==> src/rtl/bdl_pkg.sv <==
// Shared types, codes and reset values for the button debouncer.
package bdl_pkg;

   localparam int unsigned TIME_W = 32;
   localparam int unsigned CSR_IDX_W = 1;

   typedef enum logic [0:0] {
      CMD_UPDATE = 1'b0,
      CMD_READ   = 1'b1
   } cmd_type;

   typedef enum logic [2:0] {
      EV_NONE     = 3'd0,
      EV_PRESSED  = 3'd1,
      EV_SHORT    = 3'd2,
      EV_RELEASED = 3'd3,
      EV_LONG     = 3'd4
   } event_type;

   typedef enum logic [CSR_IDX_W-1:0] {
      CSR_DEBOUNCE   = 1'b0,
      CSR_LONG_PRESS = 1'b1
   } csr_idx_type;

   localparam logic [TIME_W-1:0] DEBOUNCE_RESET   = 32'd20;
   localparam logic [TIME_W-1:0] LONG_PRESS_RESET = 32'd1000;

endpackage

==> src/rtl/bdl_req_if.sv <==
// Request channel: one tick update or one event read per word.
interface bdl_req_if
   import bdl_pkg::*;
();
   logic              valid;
   logic              ready;
   cmd_type           command;
   logic [TIME_W-1:0] now_ms;
   logic              raw_pressed;

   modport source (output valid, output command, output now_ms, output raw_pressed,
                   input ready);
   modport sink   (input valid, input command, input now_ms, input raw_pressed,
                   output ready);
endinterface

==> src/rtl/bdl_rsp_if.sv <==
// Response channel: latched event and debounced level per word.
interface bdl_rsp_if
   import bdl_pkg::*;
();
   logic      valid;
   logic      ready;
   event_type event_res;
   logic      pressed;

   modport source (output valid, output event_res, output pressed, input ready);
   modport sink   (input valid, input event_res, input pressed, output ready);
endinterface

==> src/rtl/button_debounce_long_press_unit.sv <==
// Top level of the push-button debouncer with long-press detection.
//
//  channel   direction  handshake       payload
//  req_chan  in         valid/ready     command, now_ms, raw_pressed
//  rsp_chan  out        valid/ready     event_res, pressed
//  csr_*     in         write enable    csr_index, csr_wr_data
//
// Each word passes through the input register and then the output register;
// one word per cycle is sustained while the response is not stalled. The
// timing state updates as a word leaves the input register, so the next word
// sees it. Reset (synchronous) restores the register and state defaults and
// empties both stages. A stalled response holds the output; the input
// register still drains into a free output slot.
module button_debounce_long_press_unit
   import bdl_pkg::*;
(
   input  logic                 clock,
   input  logic                 reset,
   bdl_req_if.sink              req_chan,
   bdl_rsp_if.source            rsp_chan,
   input  logic                 csr_wr_en,
   input  logic [CSR_IDX_W-1:0] csr_index,
   input  logic [TIME_W-1:0]    csr_wr_data
);

   logic [TIME_W-1:0] debounce_ff, long_press_ff;

   logic              s1_valid_ff;
   cmd_type           s1_cmd_ff;
   logic [TIME_W-1:0] s1_now_ff;
   logic              s1_raw_ff;

   logic              prev_raw_ff, prev_raw_in;
   logic [TIME_W-1:0] change_time_ff, change_time_in;
   logic              stable_ff, stable_in;
   logic [TIME_W-1:0] press_start_ff, press_start_in;
   logic              long_fired_ff, long_fired_in;
   event_type         pending_ff, pending_in;

   logic              out_valid_ff;
   event_type         out_event_ff, out_event_in;
   logic              out_pressed_ff;

   logic              advance;
   logic              debounce_hit;
   logic [TIME_W-1:0] since_change, held;
   logic              stable_mid;
   logic [TIME_W-1:0] press_mid;
   logic              long_mid;
   event_type         pending_mid;

   assign advance        = s1_valid_ff && (!out_valid_ff || rsp_chan.ready);
   assign req_chan.ready = !s1_valid_ff || advance;

   assign rsp_chan.valid     = out_valid_ff;
   assign rsp_chan.event_res = out_event_ff;
   assign rsp_chan.pressed   = out_pressed_ff;

   always_comb begin
      prev_raw_in    = prev_raw_ff;
      change_time_in = change_time_ff;
      stable_in      = stable_ff;
      press_start_in = press_start_ff;
      long_fired_in  = long_fired_ff;
      pending_in     = pending_ff;
      stable_mid     = stable_ff;
      press_mid      = press_start_ff;
      long_mid       = long_fired_ff;
      pending_mid    = pending_ff;
      debounce_hit   = 1'b0;
      since_change   = '0;
      held           = '0;
      out_event_in   = pending_ff;

      if (s1_cmd_ff == CMD_UPDATE) begin
         if (s1_raw_ff != prev_raw_ff) begin
            change_time_in = s1_now_ff;
         end
         since_change = s1_now_ff - change_time_in;
         debounce_hit = (since_change > debounce_ff) && (s1_raw_ff != stable_ff);
         held         = s1_now_ff - press_start_ff;

         if (debounce_hit) begin
            stable_mid = s1_raw_ff;
            if (s1_raw_ff) begin
               press_mid   = s1_now_ff;
               long_mid    = 1'b0;
               pending_mid = EV_PRESSED;
            end else if (!long_fired_ff && (held != '0)) begin
               pending_mid = EV_SHORT;
            end else begin
               pending_mid = EV_RELEASED;
            end
         end

         stable_in      = stable_mid;
         press_start_in = press_mid;
         long_fired_in  = long_mid;
         pending_in     = pending_mid;
         // a fresh press is excluded by !debounce_hit, so only a held level can fire
         if (stable_mid && !long_mid && !debounce_hit && (held > long_press_ff)) begin
            long_fired_in = 1'b1;
            pending_in    = EV_LONG;
         end
         prev_raw_in  = s1_raw_ff;
         out_event_in = pending_in;
      end else begin
         pending_in = EV_NONE;
      end
   end

   always_ff @(posedge clock) begin
      if (reset) begin
         debounce_ff    <= DEBOUNCE_RESET;
         long_press_ff  <= LONG_PRESS_RESET;
         s1_valid_ff    <= 1'b0;
         out_valid_ff   <= 1'b0;
         prev_raw_ff    <= 1'b0;
         change_time_ff <= '0;
         stable_ff      <= 1'b0;
         press_start_ff <= '0;
         long_fired_ff  <= 1'b0;
         pending_ff     <= EV_NONE;
      end else begin
         if (csr_wr_en) begin
            unique case (csr_idx_type'(csr_index))
               CSR_DEBOUNCE:   debounce_ff   <= csr_wr_data;
               CSR_LONG_PRESS: long_press_ff <= csr_wr_data;
               default: ;
            endcase
         end

         if (req_chan.ready) begin
            s1_valid_ff <= req_chan.valid;
         end

         if (advance) begin
            out_valid_ff   <= 1'b1;
            prev_raw_ff    <= prev_raw_in;
            change_time_ff <= change_time_in;
            stable_ff      <= stable_in;
            press_start_ff <= press_start_in;
            long_fired_ff  <= long_fired_in;
            pending_ff     <= pending_in;
         end else if (rsp_chan.ready) begin
            out_valid_ff <= 1'b0;
         end
      end
   end

   // payload registers: load on handshake or advance, no reset
   always_ff @(posedge clock) begin
      if (req_chan.ready && req_chan.valid) begin
         s1_cmd_ff <= req_chan.command;
         s1_now_ff <= req_chan.now_ms;
         s1_raw_ff <= req_chan.raw_pressed;
      end
      if (advance) begin
         out_event_ff   <= out_event_in;
         out_pressed_ff <= stable_in;
      end
   end

`ifndef ASSERT_OFF
   a_read_clears: assert property (@(posedge clock) disable iff (reset)
      advance && (s1_cmd_ff == CMD_READ) |=> pending_ff == EV_NONE)
      else $error("pending event not cleared after read");

   a_hold_state: assert property (@(posedge clock) disable iff (reset)
      !advance |=> $stable(stable_ff) && $stable(long_fired_ff) && $stable(pending_ff))
      else $error("timing state changed without a word advancing");

   a_free_output_ready: assert property (@(posedge clock) disable iff (reset)
      !out_valid_ff |-> req_chan.ready)
      else $error("input stalled while output stage is empty");

   a_level_matches: assert property (@(posedge clock) disable iff (reset)
      out_valid_ff && $past(advance) |-> out_pressed_ff == stable_ff)
      else $error("reported level differs from debounced state");
`endif

endmodule
==> src/flat_wrapper.sv <==
// flat-port wrapper written by rule: the top's interface ports become plain ports
module button_debounce_long_press_unit_flat import bdl_pkg::*;
  (clock, reset, csr_wr_en, csr_index, csr_wr_data, req_chan_valid, req_chan_command, req_chan_now_ms, req_chan_raw_pressed, req_chan_ready, rsp_chan_valid, rsp_chan_event_res, rsp_chan_pressed, rsp_chan_ready);
  bdl_req_if req_chan_i ();
  bdl_rsp_if rsp_chan_i ();
  input  logic clock;
  input  logic reset;
  input  logic csr_wr_en;
  input  logic [CSR_IDX_W-1:0] csr_index;
  input  logic [TIME_W-1:0] csr_wr_data;
  input wire logic [$bits(req_chan_i.valid)-1:0] req_chan_valid;
  input wire logic [$bits(req_chan_i.command)-1:0] req_chan_command;
  input wire logic [$bits(req_chan_i.now_ms)-1:0] req_chan_now_ms;
  input wire logic [$bits(req_chan_i.raw_pressed)-1:0] req_chan_raw_pressed;
  output wire logic [$bits(req_chan_i.ready)-1:0] req_chan_ready;
  output wire logic [$bits(rsp_chan_i.valid)-1:0] rsp_chan_valid;
  output wire logic [$bits(rsp_chan_i.event_res)-1:0] rsp_chan_event_res;
  output wire logic [$bits(rsp_chan_i.pressed)-1:0] rsp_chan_pressed;
  input wire logic [$bits(rsp_chan_i.ready)-1:0] rsp_chan_ready;
  assign req_chan_i.valid = req_chan_valid;
  assign req_chan_i.command = req_chan_command;
  assign req_chan_i.now_ms = req_chan_now_ms;
  assign req_chan_i.raw_pressed = req_chan_raw_pressed;
  assign req_chan_ready = req_chan_i.ready;
  assign rsp_chan_valid = rsp_chan_i.valid;
  assign rsp_chan_event_res = rsp_chan_i.event_res;
  assign rsp_chan_pressed = rsp_chan_i.pressed;
  assign rsp_chan_i.ready = rsp_chan_ready;
  button_debounce_long_press_unit u_core (.clock(clock), .reset(reset), .req_chan(req_chan_i), .rsp_chan(rsp_chan_i), .csr_wr_en(csr_wr_en), .csr_index(csr_index), .csr_wr_data(csr_wr_data));
endmodule
==> config.mk <==
export PLATFORM = sky130hd
export DESIGN_NAME = button_debounce_long_press_unit_flat
export DESIGN_NICKNAME = d
export VERILOG_FILES = /design/src/rtl/bdl_pkg.sv /design/src/rtl/bdl_req_if.sv /design/src/rtl/bdl_rsp_if.sv /design/src/rtl/button_debounce_long_press_unit.sv /design/src/flat_wrapper.sv
export SDC_FILE = /design/constraint.sdc
export NUM_CORES = 1
export LEC_CHECK = 0
export BUFFER_PORTS_ARGS = -buffer_cell sky130_fd_sc_hd__buf_2
export CAP_MARGIN = 20
export CORE_MARGIN = 3
export CORE_UTILIZATION = 45
export CTS_CLUSTER_SIZE = 25
export DETAILED_ROUTE_END_ITERATION = 12
export PLACE_DENSITY_LB_ADDON = 0.25
export SETUP_SLACK_MARGIN = 0.1
export SYNTH_ARGS = -nofsm -noshare
export SYNTH_HDL_FRONTEND = slang
export SYNTH_SLANG_ARGS = --single-unit
==> constraint.sdc <==
create_clock -name clock -period 13.2 [get_ports clock]
set_input_delay 0.66 -clock clock [delete_from_list [all_inputs] [get_ports clock]]
set_output_delay 0.66 -clock clock [all_outputs]
set_load 0.05 [all_outputs]
==> summary.md <==
| Metric | Value |
|---|---|
| Core Box Area | approximately 25000 sq um |
| Cts bufs inserted | 17 |
| Layout filler cell count | about 2400 |
| Max transition margin | 0.389 |
| Synth area leader | dfxtp_1 |
| Router iterations before antenna repair | 5 |
| RR Endpoint | u_core.press_start_ff[27] |
| Total Routing Usage GR | 0.225 |
| Port Buffers | 77 |
| Setup WS post-layout | slightly above 6 ns |
| Final period util | 0.543 |
| Peak Freq | roughly 140 MHz |
| Routed WL per cell | between 15 and 20 microns |
| P_sw | roughly 0.54 mW |
| Die footprint | approximately 28000 sq um |
| Hold wc startpoint | req_chan_command |
| Min Clock Period, post-route | roughly 7.2 ns |
| Vias | just over 10000 |
| Main synth FF type | dfxtp_1 |
| Sink Count | roughly 170 |
| GRT overflow | 0 |
| Initial antenna violation count | 0 |
| Async SR Flop Fraction | 0 |
| Clk pin slew, worst setup/hold paths | around 0.070 ns |
| Top cells by count, synth | nand2_1 (201), a21oi_1 (152), dfxtp_1 (136) |
| Clock share of power | 0.331 |
| DRT iter0 DRCs | between 900 and 1000 |
| Sequential share of the synthesized area | 0.331 |
| VDD IR-drop max | 0.0000722 V |
| Top-count cell post-synth | nand2_1 |
| Detail Route Antenna Nets | 0 |
| Reg2reg start | u_core.s1_raw_ff |
| Drt drc | 0 |
| Crit. End Element | flip-flop |
| Mapped Avg Cell Area | just over 8 sq um |
| Status | finished clean |
| Final net count | ~1700 |
| Synth-to-layout area growth | 10.7% |
| Final hold vios | 0 |
| HP Class | in2reg |
| Internal power | roughly 1.0 mW |
| RSZ-0062 raised after global routing | no |
| CTS root buf | clkbuf_16 |
| Setup TNS | 0 ns |
| Die height | 167 microns |
| Vias in the first global route | 9492 |
| Worst clock skew | 0.00829 ns |
| Combinational share of power | 0.294 |
| # Post-CTS Setup Buffers | 0 |
| Top cells by area, synth | dfxtp_1 (23%), ha_1 (13%), edfxtp_1 (9.8%) |
| Worst Setup Start Kind | flip-flop |
| GPL Wtd Cong | around 0.93 |
| Die X | between 150 and 200 microns |
| Routed wire length | between 30 and 40 mm |
| Final Setup Violations | 0 |
| Hold Path End | u_core.s1_cmd_ff |
| CTS max path bufs | 2 |
| Switch share | 0.341 |
| Max FO, Critical Path | 36 |
| Place WS | slightly above 6 ns |
| Post-synth EDFFs | 38 |
| Slew at the pin closest to its max-slew limit | ~0.91 ns |
| Area fraction of the dominant cell type after synthesis | 0.233 |
| Post-Syn Instances | around 1400 |
| Syn Nets | around 1600 |
| Sequential cell area | about 3900 sq um |
| CTS Hold Buffers Added | 0 |
| Vias per std cell | about 5.7 |
| Setup slack, reg-to-reg | 6.03 ns |
| Ys Warns | 0 |
| Slew Viols, Final | 0 |
| PwrDens | roughly 120 nW/um^2 |
| Reg2Reg Depth | 25 |
| Hold Crit Depth | 1 |
| CTS-repair resized insts | 0 |
| Synth Register Bits | ~170 |
| H-tree lvl count | 4 |
| Flop pwr share | 0.375 |
| Max-cap violations | 0 |
| Mapped Area | approximately 12000 sq um |
| # diodes | 0 |
| Multi-input gate area | 7150 sq um |
| Cell variety after synth | between 70 and 80 |
| Required time worst endpoint | around 14 ns |
| Leak | 5.34 nW |
| Share of cells above drive strength 1 | 0.0934 |
| # rows | 58 |
| CTS tree | built |
| Largest net degree at the start of global routing | 75 |
| Num ports | a little under 80 |
| Initial Util | 0.462 |
| Crit path arrival time | approximately 7.5 ns |
| Post-DP HPWL | 24.3 mm |
| Worst setup path class | reg2reg |
| First-pass GRT wire length | roughly 50 mm |
| Clk_lat worst skew | ~0.44 ns |
## critical path: stages (launching register included)
cell and delay, ns:
edfxtp_1 0.62, xor2_4 0.16, buf_4 0.49, mux2i_1 0.19
ha_1 0.41, inv_1 0.07, o41ai_1 0.44, a21oi_1 0.10
a21oi_1 0.28, nand4_1 0.13, and3_1 0.20, a311oi_1 0.63
a31oi_1 0.25, o21ai_0 0.24, xor2_1 0.18, ha_1 0.26
and4_1 0.20, nand3_1 0.15, a21oi_1 0.06, o41ai_1 0.51
a21o_1 0.40, nor2_1 0.09, nand3_2 0.08, buf_4 0.53
mux2i_1 0.26, nor2_1 0.05
## per-layer routing
metal / vias to the layer above / routed length [microns] / global-route usage
li1: 5140 / - / -
met3: 32 / 1790 / 0.0293
met2: 312 / 13400 / 0.330
met1: 4855 / 16300 / 0.347
met5: - / 0 / 0
met4: 0 / 559 / 0.0591
## cell families after synthesis
| logic type | count (synthesis) | synth area share |
|---|---|---|
| fa+ha+maj | 123 | 0.132 |
| compound gates | 374 | 0.202 |
| simple gates | 464 | 0.180 |
| flops | 174 | 0.331 |
| mux | 58 | 0.0499 |
| buf+inv | 182 | 0.0607 |
| xor+xnor | 60 | 0.0450 |
## worst max-delay path by stage
stage	start	endpoint	slack, ns	depth (start not counted)
floorplan	u_core.s1_raw_ff	u_core.press_start_ff[26]	7.08	27
global placement	u_core.s1_raw_ff	u_core.press_start_ff[26]	6.26	25
detailed placement	u_core.s1_raw_ff	u_core.press_start_ff[26]	6.11	25
CTS	u_core.s1_raw_ff	u_core.press_start_ff[20]	6.08	25
global route	u_core.s1_raw_ff	u_core.press_start_ff[28]	5.52	25
finish	u_core.s1_raw_ff	u_core.press_start_ff[27]	6.03	25
## area by class of cell
class,count,share of cell area
repair buffers,86,0.0358
inverters,118,0.0342
clock inverters,10,0.00667
well taps,330,0.0319
flip-flops and latches,174,0.299
clock buffers,22,0.0400
multi-input cells,1079,0.553
## layout by cell type, fill, tap and decap left out, types with 16 or more instances in the layout
cell | netlist | layout
nand2_1 | 201 | 201
nand3_1 | 19 | 18
clkbuf_16 | 0 | 20
o21ai_0 | 55 | 55
buf_2 | 8 | 76
nor3_1 | 23 | 23
nand4_1 | 20 | 20
dfxtp_1 | 136 | 136
mux2i_1 | 56 | 56
a21o_1 | 29 | 29
inv_1 | 118 | 118
ha_1 | 121 | 121
a21oi_1 | 152 | 152
nor2b_1 | 17 | 16
a211oi_1 | 37 | 37
nor2_1 | 118 | 117
xnor2_1 | 36 | 36
edfxtp_1 | 38 | 38
xor2_1 | 24 | 23
## sequential cells by signal (all words and copies together) (netlist names), 3 cells and up
signal / count
u_core.rsp_chan.event_res: 3
u_core.debounce_ff: 32
u_core.s1_now_ff: 32
u_core.long_press_ff: 32
u_core.press_start_ff: 32
u_core.pending_ff: 3
u_core.change_time_ff: 32
## power by group through the flow
stage                     registers (mW)  clock network, mW  logic [mW]
after detailed placement           0.602                  0       0.451
after CTS                          0.590              0.532       0.456
after global placement             0.601                  0       0.443
final                              0.591              0.521       0.462
after global routing               0.593              0.551       0.515
after floorplan                    0.597                  0       0.330
## through the flow
step	util	hold WS, ns	instance area [sq um]	cells	power, mW
after floorplan	-	0.436	11700	1435	0.927
after global placement	0.486	0.442	12300	1786	1.04
after detailed placement	0.486	0.447	12300	1786	1.05
after CTS	0.510	0.373	12900	1818	1.58
after global routing	0.511	0.372	12900	1819	1.66
final	0.511	0.390	12900	1819	1.57
Power figures use the tool's default switching activity.
